$ cat config.mk
export PLATFORM = sky130hd
export DESIGN_NAME = text_word_and_link_parser_top
export DESIGN_NICKNAME = d
export VERILOG_FILES = /design/src/rtl/core/twlp_pkg.sv /design/src/rtl/core/twlp_step.sv /design/src/rtl/core/text_word_and_link_parser_top.sv
export SDC_FILE = /design/constraint.sdc
export NUM_CORES = 1
export LEC_CHECK = 0
export BUFFER_PORTS_ARGS = -buffer_cell sky130_fd_sc_hd__clkbuf_2
export CORE_AREA = 2 2 102 104
export CTS_BUF_LIST = sky130_fd_sc_hd__clkbuf_8
export CTS_CLUSTER_DIAMETER = 200
export DETAILED_ROUTE_END_ITERATION = 10
export DIE_AREA = 0 0 104 106
export MAX_ROUTING_LAYER = met4
export PLACE_DENSITY = 0.81
export SLEW_MARGIN = 20
export SYNTH_ARGS = -nofsm -noshare
export SYNTH_HDL_FRONTEND = slang
export SYNTH_SLANG_ARGS = --single-unit
$ cat constraint.sdc
create_clock -name clk -period 12.15 [get_ports clk]
set_input_delay 1.215 -clock clk [delete_from_list [all_inputs] [get_ports clk]]
set_output_delay 1.215 -clock clk [all_outputs]
set_load 0.05 [all_outputs]
$ cat src/rtl/core/twlp_pkg.sv
// ----------------------------------------------------------------------------
// twlp_pkg
// Shared types and character constants for the word and link parser
// ----------------------------------------------------------------------------
package twlp_pkg;

  typedef enum logic [1:0] {
    FL_OUT   = 2'd0,
    FL_IN    = 2'd1,
    FL_AFTER = 2'd2
  } flow_t;

  typedef enum logic [3:0] {
    LK_OPEN_BR   = 4'd0,
    LK_TEXT      = 4'd1,
    LK_CLOSE_BR  = 4'd2,
    LK_OPEN_PAR  = 4'd3,
    LK_URL       = 4'd4,
    LK_URL_END   = 4'd5,
    LK_CLOSE_PAR = 4'd6,
    LK_WR_URL    = 4'd7,
    LK_WR_TEXT   = 4'd8,
    LK_OFF       = 4'd9
  } link_t;

  typedef enum logic [2:0] {
    MK_NONE      = 3'd0,
    MK_CHAR      = 3'd1,
    MK_SPACE     = 3'd2,
    MK_SPACE_URL = 3'd3,
    MK_URL       = 3'd4,
    MK_TEXT      = 3'd5,
    MK_END       = 3'd6
  } mark_t;

  localparam logic [1:0] KIND_FORCED = 2'd1;
  localparam logic [1:0] KIND_END    = 2'd2;

  localparam logic [7:0] CH_LBRACK = 8'h5B;
  localparam logic [7:0] CH_RBRACK = 8'h5D;
  localparam logic [7:0] CH_LPAREN = 8'h28;
  localparam logic [7:0] CH_RPAREN = 8'h29;
  localparam logic [7:0] CH_TAB    = 8'h09;
  localparam logic [7:0] CH_LF     = 8'h0A;
  localparam logic [7:0] CH_SPACE  = 8'h20;

  typedef struct packed {
    flow_t flow;
    link_t link;
  } ctl_t;

  typedef struct packed {
    logic text_first;
    logic text_last;
    logic url_first;
    logic url_last;
    logic link_after;
  } span_we_t;

endpackage

$ cat src/rtl/core/twlp_step.sv
// ----------------------------------------------------------------------------
// twlp_step
// Per-item decision logic: word flow, link recognition and replay steering
// ----------------------------------------------------------------------------
module twlp_step import twlp_pkg::*; #(
  parameter int POS_WIDTH = 16
) (
  input  logic [7:0]           ch,
  input  logic [POS_WIDTH-1:0] pos,
  input  logic [1:0]           kind,
  input  ctl_t                 ctl,
  input  logic [POS_WIDTH-1:0] text_first,
  input  logic [POS_WIDTH-1:0] text_last,
  input  logic [POS_WIDTH-1:0] url_first,
  input  logic [POS_WIDTH-1:0] url_last,
  input  logic [POS_WIDTH-1:0] link_after,
  output ctl_t                 ctl_next,
  output span_we_t             span_we,
  output logic [POS_WIDTH-1:0] pos_inc,
  output mark_t                mark,
  output logic [POS_WIDTH-1:0] resume_pos,
  output logic                 consumed
);

  logic blank;
  logic word;

  assign pos_inc = pos + {{(POS_WIDTH-1){1'b0}}, 1'b1};
  assign blank   = (ch == CH_SPACE) || (ch == CH_TAB);
  assign word    = !blank && (ch != CH_LF);

  always_comb begin
    ctl_next   = ctl;
    span_we    = '0;
    mark       = MK_NONE;
    resume_pos = pos_inc;
    consumed   = 1'b1;
    if (ctl.link != LK_OFF) begin
      consumed = 1'b0;
      if (kind == KIND_FORCED) begin
        ctl_next.link = LK_OFF;
        resume_pos    = pos;
      end else if (kind == KIND_END || ch == CH_LF) begin
        ctl_next.link = LK_OFF;
        resume_pos    = '0;
      end else begin
        unique case (ctl.link) inside
          LK_OPEN_BR: begin
            if (ch == CH_LBRACK) begin
              ctl_next.link = LK_TEXT;
            end else begin
              ctl_next.link = LK_OFF;
              resume_pos    = '0;
            end
          end
          LK_TEXT: begin
            if (!blank) begin
              ctl_next.link      = LK_CLOSE_BR;
              span_we.text_first = 1'b1;
            end
          end
          LK_CLOSE_BR: begin
            if (ch == CH_RBRACK) begin
              ctl_next.link     = LK_OPEN_PAR;
              span_we.text_last = 1'b1;
            end
          end
          LK_OPEN_PAR: begin
            if (ch == CH_LPAREN) begin
              ctl_next.link = LK_URL;
            end else begin
              ctl_next.link = LK_OFF;
              resume_pos    = '0;
            end
          end
          LK_URL: begin
            if (!blank) begin
              ctl_next.link     = LK_URL_END;
              span_we.url_first = 1'b1;
            end
          end
          LK_URL_END, LK_CLOSE_PAR: begin
            if (ch == CH_RPAREN) begin
              if (ctl.link == LK_URL_END) begin
                span_we.url_last = 1'b1;
              end
              // closing paren: enter the word first, then replay the url
              if (ctl.flow == FL_OUT) begin
                ctl_next.flow = FL_IN;
                resume_pos    = pos;
              end else begin
                mark               = (ctl.flow == FL_AFTER) ? MK_SPACE_URL : MK_URL;
                ctl_next.flow      = FL_IN;
                ctl_next.link      = LK_WR_URL;
                span_we.link_after = 1'b1;
                resume_pos         = url_first;
              end
            end else if (ctl.link == LK_URL_END) begin
              if (ch == CH_SPACE) begin
                ctl_next.link    = LK_CLOSE_PAR;
                span_we.url_last = 1'b1;
              end
            end else if (!blank) begin
              ctl_next.link = LK_OFF;
              resume_pos    = '0;
            end
          end
          LK_WR_URL: begin
            if (pos == url_last) begin
              mark          = MK_TEXT;
              ctl_next.link = LK_WR_TEXT;
              resume_pos    = text_first;
            end else begin
              mark = MK_CHAR;
            end
          end
          LK_WR_TEXT: begin
            if (pos == text_last) begin
              mark          = MK_END;
              ctl_next.link = LK_OPEN_BR;
              resume_pos    = link_after;
              consumed      = 1'b1;
            end else begin
              mark = MK_CHAR;
            end
          end
          default: begin
          end
        endcase
      end
    end else if (kind != KIND_END) begin
      if (ctl.flow == FL_IN) begin
        if (word) begin
          mark = MK_CHAR;
        end else begin
          ctl_next.flow = FL_AFTER;
          ctl_next.link = LK_OPEN_BR;
        end
      end else if (word) begin
        if (ctl.flow == FL_AFTER) begin
          mark = MK_SPACE;
        end
        ctl_next.flow = FL_IN;
        consumed      = 1'b0;
        resume_pos    = pos;
      end
    end
  end

endmodule

$ cat src/rtl/core/text_word_and_link_parser_top.sv
// ----------------------------------------------------------------------------
// text_word_and_link_parser_top
// Word splitter with [text](url) link recognition and replay steering
// ----------------------------------------------------------------------------
//  channel | handshake            | payload
//  --------+----------------------+-------------------------------
//  input   | in_valid / in_stall  | ch, char_pos, char_kind
//  output  | out_valid / out_stall| mark, resume_pos, consumed
//
//  one item per cycle while the result register is not stalled
//  an input register feeds one level of decision logic into the result register
//  rst is synchronous: parser state returns to outside a word, expecting '['
//  an item waits in the input register while the result register is stalled
// ----------------------------------------------------------------------------
module text_word_and_link_parser_top import twlp_pkg::*; #(
  parameter int POS_WIDTH = 16
) (
  input  logic                 clk,
  input  logic                 rst,
  input  logic                 in_valid,
  output logic                 in_stall,
  input  logic [7:0]           ch,
  input  logic [POS_WIDTH-1:0] char_pos,
  input  logic [1:0]           char_kind,
  output logic                 out_valid,
  input  logic                 out_stall,
  output logic [2:0]           mark,
  output logic [POS_WIDTH-1:0] resume_pos,
  output logic                 consumed
);

  logic                 in_vld;
  logic [7:0]           in_ch;
  logic [POS_WIDTH-1:0] in_pos;
  logic [1:0]           in_kind;
  logic                 adv;

  ctl_t                 ctl;
  ctl_t                 ctl_next;
  span_we_t             span_we;
  logic [POS_WIDTH-1:0] text_first;
  logic [POS_WIDTH-1:0] text_last;
  logic [POS_WIDTH-1:0] url_first;
  logic [POS_WIDTH-1:0] url_last;
  logic [POS_WIDTH-1:0] link_after;
  logic [POS_WIDTH-1:0] pos_inc;

  mark_t                mark_next;
  logic [POS_WIDTH-1:0] resume_pos_next;
  logic                 consumed_next;
  mark_t                out_mark;

  assign adv      = in_vld && (!out_valid || !out_stall);
  assign in_stall = in_vld && !adv;
  assign mark     = out_mark;

  always_ff @(posedge clk) begin
    if (rst) begin
      in_vld <= 1'b0;
    end else if (!in_stall) begin
      in_vld <= in_valid;
    end
  end

  always_ff @(posedge clk) begin
    if (!in_stall && in_valid) begin
      in_ch   <= ch;
      in_pos  <= char_pos;
      in_kind <= char_kind;
    end
  end

  twlp_step #(
    .POS_WIDTH(POS_WIDTH)
  ) u_step (
    .ch         (in_ch),
    .pos        (in_pos),
    .kind       (in_kind),
    .ctl        (ctl),
    .text_first (text_first),
    .text_last  (text_last),
    .url_first  (url_first),
    .url_last   (url_last),
    .link_after (link_after),
    .ctl_next   (ctl_next),
    .span_we    (span_we),
    .pos_inc    (pos_inc),
    .mark       (mark_next),
    .resume_pos (resume_pos_next),
    .consumed   (consumed_next)
  );

  always_ff @(posedge clk) begin
    if (rst) begin
      ctl.flow <= FL_OUT;
      ctl.link <= LK_OPEN_BR;
    end else if (adv) begin
      ctl <= ctl_next;
    end
  end

  // link spans, written only on the steps that capture them
  always_ff @(posedge clk) begin
    if (adv) begin
      if (span_we.text_first) begin
        text_first <= in_pos;
      end
      if (span_we.text_last) begin
        text_last <= in_pos;
      end
      if (span_we.url_first) begin
        url_first <= in_pos;
      end
      if (span_we.url_last) begin
        url_last <= in_pos;
      end
      if (span_we.link_after) begin
        link_after <= pos_inc;
      end
    end
  end

  always_ff @(posedge clk) begin
    if (rst) begin
      out_valid <= 1'b0;
    end else begin
      out_valid <= adv || (out_valid && out_stall);
    end
  end

  always_ff @(posedge clk) begin
    if (adv) begin
      out_mark   <= mark_next;
      resume_pos <= resume_pos_next;
      consumed   <= consumed_next;
    end
  end

  a_hold_only_when_blocked: assert property (@(posedge clk) disable iff (rst)
    (in_vld && !adv) |-> (out_valid && out_stall))
    else $error("input item held while result register free");

  a_text_begin_enters_text: assert property (@(posedge clk) disable iff (rst)
    (adv && mark_next == MK_TEXT) |=> (ctl.link == LK_WR_TEXT && out_mark == MK_TEXT))
    else $error("text begin mark without text replay");

  a_link_end_rearms: assert property (@(posedge clk) disable iff (rst)
    (adv && mark_next == MK_END) |=> (ctl.link == LK_OPEN_BR && consumed))
    else $error("link end did not rearm detection");

endmodule

# After elaboration in Yosys (flattened, before gate mapping)
# Index checks and enable logic that the tools add are counted.
totals:
  reg_bits: 134
  ramBits: 0
  mem_count: 0
  output_inout_bits: 22
  latchBits: 0
  mem_bits_ro: 0
  elab_cells: 159
classes:
  eq_ne: 39
  div: 0
  multipliers: 0
  shift: 0
  reduce_logical: 27
  n_addsub: 1
  magnitude_cmp: 0
  mux: 77
  bitwise: 0
op_table:
  columns: ["cell", "count"]
  rows:
  - ["$mux 16", 14]
  - ["$pmux 16 s5", 1]
  - ["$mux 4", 15]
  - ["$mux 3", 11]
  - ["$eq 16x16->1", 2]
  - ["$pmux 4 s8", 1]
  - ["$ne 5x5->1 const B", 5]
  - ["$eq 8x6->1 const B", 3]
  - ["$mux 1", 20]
  - ["$mux 6", 3]
  - ["$add 16x1->16 const B", 1]
  - ["$eq 4x3->1 const B", 4]
  - ["$eq 8x4->1 const B", 2]
  - ["$eq 8x7->1 const B", 2]
  - ["$mux 2", 8]
  - ["$mux 5", 3]
  - ["$reduce_and 13->1", 1]
  - ["$ne 2x2->1 const B", 6]
  - ["$ne 11x11->1 const B", 1]
  - ["$reduce_and 2->1", 5]
  - ["$pmux 3 s3", 1]
  - ["$eq 4x2->1 const B", 2]
  - ["$ne 8x4->1 const B", 1]
  - ["$reduce_and 8->1", 1]
  - ["17 further kinds", 31]

# Longest topological paths before layout
depth:
  word_depth: 9
  mapped_depth: 11
  depth_no_buf: 7

# Cells and area by module
# From an unflattened synthesis, not the netlist that was laid out.
hier_totals:
  cells_unflattened: 497
  area_unflattened_um2: 6470.0
modules_own_cells:
  columns: ["mod", "cells_per_inst", "seq_area_each_um2", "area_each_um2", "instances"]
  rows:
  - ["text_word_and_link_parser_top", 167, 3943.8, 4180.3, 1]
  - ["twlp_step", 330, 0.0, 2289.7, 1]

# Least setup slack after synthesis
# OpenSTA, ideal clock, no wires.
synth_timing:
  path_kind: "input to register"
  startpoint: "input port out_stall"
  endpoint: "register url_last[0] (enable)"
  arrival_ps: 4284
  path_slack_ps: 7436
  n_path_buf: 0
  path_stages: 3
  required_ps: 11720
  path_cell_list: "a21boi_1 -> nand2_1 -> nor4_1"
synth_between:
  elab_chain_cells: 4
synth_rtl:
  columns: ["element", "line", "source"]
  rows:
  - ["start: declaration", "text_word_and_link_parser_top.sv:26", "input logic out_stall,"]
  - ["$logic_not 1->1", "text_word_and_link_parser_top.sv:53", "assign adv = in_vld && (!out_valid || !out_stall);"]
  - ["$logic_or 1x1->1", "text_word_and_link_parser_top.sv:53", null]
  - ["$logic_and 1x1->1", "text_word_and_link_parser_top.sv:53", null]
  - ["$reduce_and 2->1 (no line)", null, null]
  - ["end signal: assignment", "text_word_and_link_parser_top.sv:115", "url_last <= in_pos;"]
  - ["end: declaration", "text_word_and_link_parser_top.sv:44", "logic [POS_WIDTH-1:0] url_last;"]
# No other way between the ends.
# A chain may end at the register's enable or synchronous reset.

# Final worst setup path
layout_timing:
  startpoint: "register in_ch[2]"
  endpoint: "register resume_pos[6], data pin"
layout_between:
  elab_chain_cells: 9
  elab_cells_between_ends: 23
  classes_between: "eq/ne: 7; mux: 12; reduce/logical: 4"
layout_rtl:
  columns: ["element", "line", "source"]
  rows:
  - ["start: declaration", "text_word_and_link_parser_top.sv:33", "logic [7:0] in_ch;"]
  - ["start signal: assignment", "text_word_and_link_parser_top.sv:67", "in_ch <= ch;"]
  - ["$eq 8x6->1 or $eq 8x4->1 (tied branches)", "twlp_step.sv:29", "assign blank = (ch == CH_SPACE) || (ch == CH_TAB);"]
  - ["$logic_or 1x1->1", "twlp_step.sv:29", null]
  - ["$mux 16", "twlp_step.sv:103", "end else if (!blank) begin"]
  - ["$mux 16", "twlp_step.sv:98", "end else if (ctl.link == LK_URL_END) begin"]
  - ["$mux 16", "twlp_step.sv:83", "if (ch == CH_RPAREN) begin"]
  - ["$pmux 16 s5", "twlp_step.sv:47", "unique case (ctl.link) inside"]
  - ["$mux 16", "twlp_step.sv:43", "end else if (kind == KIND_END || ch == CH_LF) begin"]
  - ["$mux 16", "twlp_step.sv:40", "if (kind == KIND_FORCED) begin"]
  - ["$mux 16 (*)", "twlp_step.sv:38", "if (ctl.link != LK_OFF) begin"]
  - ["named net resume_pos_next[6]", "text_word_and_link_parser_top.sv:49", "logic [POS_WIDTH-1:0] resume_pos_next;"]
  - ["end signal: assignment", "text_word_and_link_parser_top.sv:134", "resume_pos <= resume_pos_next;"]
  - ["end: declaration", "text_word_and_link_parser_top.sv:28", "output logic [POS_WIDTH-1:0] resume_pos,"]
# Mark *: on every way through the listed nets, which the timed path passes. The rest lies on a longest branch.

==> results.txt <==
- The run finished with clean final reports.
- On the critical path the largest part of the delay comes from compound AO/OA/AOI/OAI gates.
* Via count of the first global-routing pass: 4,110
- Wire length of the first global-routing pass: between 20,000 and 25,000 um
- Setup violations remaining at the end of the flow were counted as 0.
* Crit path cell chain: or4_4 > a211oi_2 > a22o_1 > a21oi_1 > a21oi_1 > a211oi_1 > a21oi_1
- Worst Hold Class: reg2reg
* Gate Count Post-Synth: roughly 500
- Total power: 979 uW
- Seq cells post-synth: 134
- Die outline height: 106 um
- Along the worst path, the maximum fanout reaches 13.
- The clock arrives with 0.0189 ns of skew.
* DIE WIDTH: 104 um
- In the routed layout, each cell is associated on average with a via count of 6.45.
* Aggregate global routing overflow: 0
* Yosys Warn Count: 0
- Crit start category: flop
* Most prevalent standard cell on the critical path: sky130_fd_sc_hd__a21oi_1
- In the final routed layout, each cell accounts on average for 20.5 um.
- Worst hold start: in_vld$_SDFFE_PP0N_
* Initial antenna violation count: 0
* Proportion of netlist area held by the largest area contributor: 0.600
* Critical register-to-register path endpoint: resume_pos[6]$_DFFE_PP_
* Total power per unit cell area: approximately 140 nW/um2
- Worst setup EP type: flop
- In this run the tightest slew margin relative to its limit is 0.250.
- Synthesis instantiated 65 different standard cells from the library.
- The detailed router placed 4,427 vias in this run.
* Clock tree from TritonCTS: built
- Time the worst path needs with I/O delays and setup: 3.36 ns
- The routed design has 14,100 um of wire.
- Of all flip-flops after synthesis, the portion carrying an async set or reset was 0.
- At the worst endpoint, the required time is 12.44 ns.
- For this run, the leading register cell type out of synthesis is sky130_fd_sc_hd__edfxtp_1.
* Worst IR Drop VDD: 0.105 mV
- Post-detailed-route DRC marker count: 0
* Ranking of synthesized cells by area: sky130_fd_sc_hd__edfxtp_1, sky130_fd_sc_hd__xnor2_1, sky130_fd_sc_hd__xor2_1
- At the pin with the least slew margin, the transition time is 1.12 ns.
* Final max-slew violation count: 0
* Peak Freq: between 200 and 300 MHz
* Total I/O pin count: 52
- The startpoint identified for the worst register-to-register timing path is in_ch[2]$_DFFE_PP_.
- Count of buffers from port buffering: 51
* Pin count of the biggest net entering global routing: 27
- The worst setup path is of the reg2reg kind.
* Core area: 10000 um2
- Diodes inserted: 0
- Post-CTS Resized: 0
- Setup repair after global routing missed its margin: no
- In this design, the stage delay of the slowest critical-path cell is about 0.94 ns.
- After legalization and detailed placement, the total HPWL measured 9660 um.
- Once layout is complete, the utilization of the core stands at 0.702.
- Worst path bufs/invs: 0
- When the netlist entered floorplanning its net count stood at between 500 and 600.
- Detailed Route Iter0 Violations: ~690
- Count of TritonRoute iterations in the first routing pass: 9
* Clock tree root driver cell: sky130_fd_sc_hd__clkbuf_8
* Die area: about 11,000 um2
- In this run the register-to-register setup slack is 8.79 ns.
- The average instance in the mapped netlist occupies about 13 um2.
- Once layout is done, the placed cells without fillers occupy 7020 um2.
- Final estimated routing congestion in global placement: 0.983
* H-tree depth reported by CTS: 4
* Clk Latency, worst-skew pair: 0.43 ns
- Number of clock sinks: ~130
- Sequential fraction of the synthesis area: 0.625
- Hold Violations, Final: 0
- For this run, the post-layout net count is 568.
- Buffers added to address setup during post-CTS repair amount to 0.
- The synthesized design contains approximately 130 enable-type register cells.
- Worst Reg2Reg Path Length in Cells: 7
- Total clock buffers created by CTS: 17
- In the finished design, the share of the clock period the worst path needs comes to 0.276.
* Post-DRT Antenna Nets: 0
* Total routing resource utilization after global routing: 0.275
- Across the run, the number of max-cap violations was 0.
* Row count: 37
- End point of the worst hold path: out_valid$_SDFF_PP0_
- Leak Pwr: 0.00233 uW
* Share of final-layout standard cells stronger than drive strength 1: 0.193
- Post-Route Setup TNS: 0 ns
- Area added between synthesis and finish: 11.3%
* WHS Path Cells: 2
* Hold-fix buffers at CTS: 0
- Starting density of the core: 0.631
- Post-placement cell area: between 6000 and 7000 um2
- Number of filler cells placed in the layout: 721
- Worst Path Arrival: 3.64 ns
* Leading cell type by number of instances after synthesis: sky130_fd_sc_hd__edfxtp_1
* Clock-pin slew reported for the worst setup and hold paths after clock tree synthesis: 0.09 ns
* Largest area contributor in the netlist: sky130_fd_sc_hd__edfxtp_1
- Post-Syn Area: 6310 um2
- Sorting the synthesized cells by how often they occur yields sky130_fd_sc_hd__edfxtp_1, sky130_fd_sc_hd__nand2_1, sky130_fd_sc_hd__xnor2_1.
* Worst-path cell with the longest stage delay: sky130_fd_sc_hd__a21oi_1
- Number of buffers between clock root and the deepest sink: 2
## worst max-delay path by stage
stage / start / endpoint / slack (ns) / cells after the start
CTS: in_ch[2]$_DFFE_PP_ / resume_pos[6]$_DFFE_PP_ / 8.86 / 7
finish: in_ch[2]$_DFFE_PP_ / resume_pos[6]$_DFFE_PP_ / 8.79 / 7
detailed placement: in_ch[2]$_DFFE_PP_ / resume_pos[6]$_DFFE_PP_ / 8.89 / 7
floorplan: out_stall / url_last[0]$_DFFE_PP_ / 7.44 / 3
global route: in_ch[2]$_DFFE_PP_ / resume_pos[6]$_DFFE_PP_ / 8.54 / 7
global placement: out_stall / text_first[3]$_DFFE_PP_ / 8.80 / 5
## per-stage QoR
stage / setup WS [ns] / hold WS (ns) / instances
6_report: 8.79 / 0.503 / 686
5_1_grt: 8.54 / 0.559 / 686
4_1_cts: 8.86 / 0.501 / 686
3_5_place_dp: 8.89 / 0.482 / 654
3_3_place_gp: 8.80 / 0.451 / 654
2_1_floorplan: 7.44 / 0.444 / 497
## worst reg2reg max path, stage by stage (launching register included)
cell                       delay [ns]
sky130_fd_sc_hd__edfxtp_1        0.44
sky130_fd_sc_hd__or4_4           0.61
sky130_fd_sc_hd__a211oi_2        0.51
sky130_fd_sc_hd__a22o_1          0.22
sky130_fd_sc_hd__a21oi_1         0.12
sky130_fd_sc_hd__a21oi_1         0.95
sky130_fd_sc_hd__a211oi_1        0.19
sky130_fd_sc_hd__a21oi_1         0.16
## sequential cells by signal, summed over array words and instances (netlist names)
name / cells
mark: 3
resume_pos: 16
text_last: 16
consumed: 1
in_pos: 16
url_last: 16
in_ch: 8
text_first: 16
in_vld: 1
out_valid: 1
ctl: 6
link_after: 16
in_kind: 2
url_first: 16
## cells in the final DEF (no fill, tap or decap), types with 4 or more instances in the layout
cell type and count:
sky130_fd_sc_hd__inv_6 5, sky130_fd_sc_hd__dfxtp_1 8, sky130_fd_sc_hd__edfxtp_1 126, sky130_fd_sc_hd__nand2b_1 8
sky130_fd_sc_hd__nor2_1 29, sky130_fd_sc_hd__nand3_1 14, sky130_fd_sc_hd__o21ai_1 8, sky130_fd_sc_hd__a2bb2oi_1 8
sky130_fd_sc_hd__a21oi_1 13, sky130_fd_sc_hd__o22ai_1 4, sky130_fd_sc_hd__xnor2_1 30, sky130_fd_sc_hd__buf_4 5
sky130_fd_sc_hd__nor4_1 5, sky130_fd_sc_hd__a222oi_1 15, sky130_fd_sc_hd__clkbuf_2 51, sky130_fd_sc_hd__nand2_1 32
sky130_fd_sc_hd__a211oi_1 6, sky130_fd_sc_hd__a221o_1 7, sky130_fd_sc_hd__nor4_2 4, sky130_fd_sc_hd__o21ai_0 20
sky130_fd_sc_hd__nand4_1 9, sky130_fd_sc_hd__clkbuf_8 17, sky130_fd_sc_hd__nor3_1 12, sky130_fd_sc_hd__and3_1 5
sky130_fd_sc_hd__xor2_1 21, sky130_fd_sc_hd__inv_1 10, sky130_fd_sc_hd__nor2b_1 5, sky130_fd_sc_hd__nor3_4 4
## routing by layer
layer | vias to the layer above | wire length, um | GRT usage | share of wire
met4 | 0 | 341 | 0.113 | 0.024
li1 | 2008 | - | - | -
met2 | 254 | 6460 | 0.402 | 0.46
met1 | 2131 | 6040 | 0.381 | 0.43
met5 | - | 0 | - | 0
met3 | 34 | 1240 | 0.0582 | 0.088
## layout make-up
cell class | instances | area [um2] | area share
repair buffers | 56 | 293 | 0.0417
well taps | 136 | 170 | 0.0242
multi-input cells | 318 | 2230 | 0.317
clock inverters | 15 | 116 | 0.0166
inverters | 10 | 37.5 | 0.00534
flip-flops and latches | 134 | 3940 | 0.562
clock buffers | 17 | 234 | 0.0333
## cell families (layout without fill, tap and decap cells)
kind of cell / Yosys count / after routing / share of synthesized area
and+or+nand+nor: 156 / 156 / 0.141
DFF: 134 / 134 / 0.625
AOI/OAI and AO/OA: 108 / 108 / 0.128
xor gates and xnor gates: 51 / 51 / 0.0708
adders and majority gates: 1 / 1 / 0.00198
muxes: 2 / 2 / 0.00317
buffers and inverters: 45 / 98 / 0.0301
## power by group
| group | total, uW | internal, uW | switching (uW) |
|---|---|---|---|
| combinational | 104 | 37.2 | 67.0 |
| sequential | 543 | 520 | 23.1 |
| clock | 332 | 145 | 187 |
Note: power is estimated with default switching activity, not from simulation.
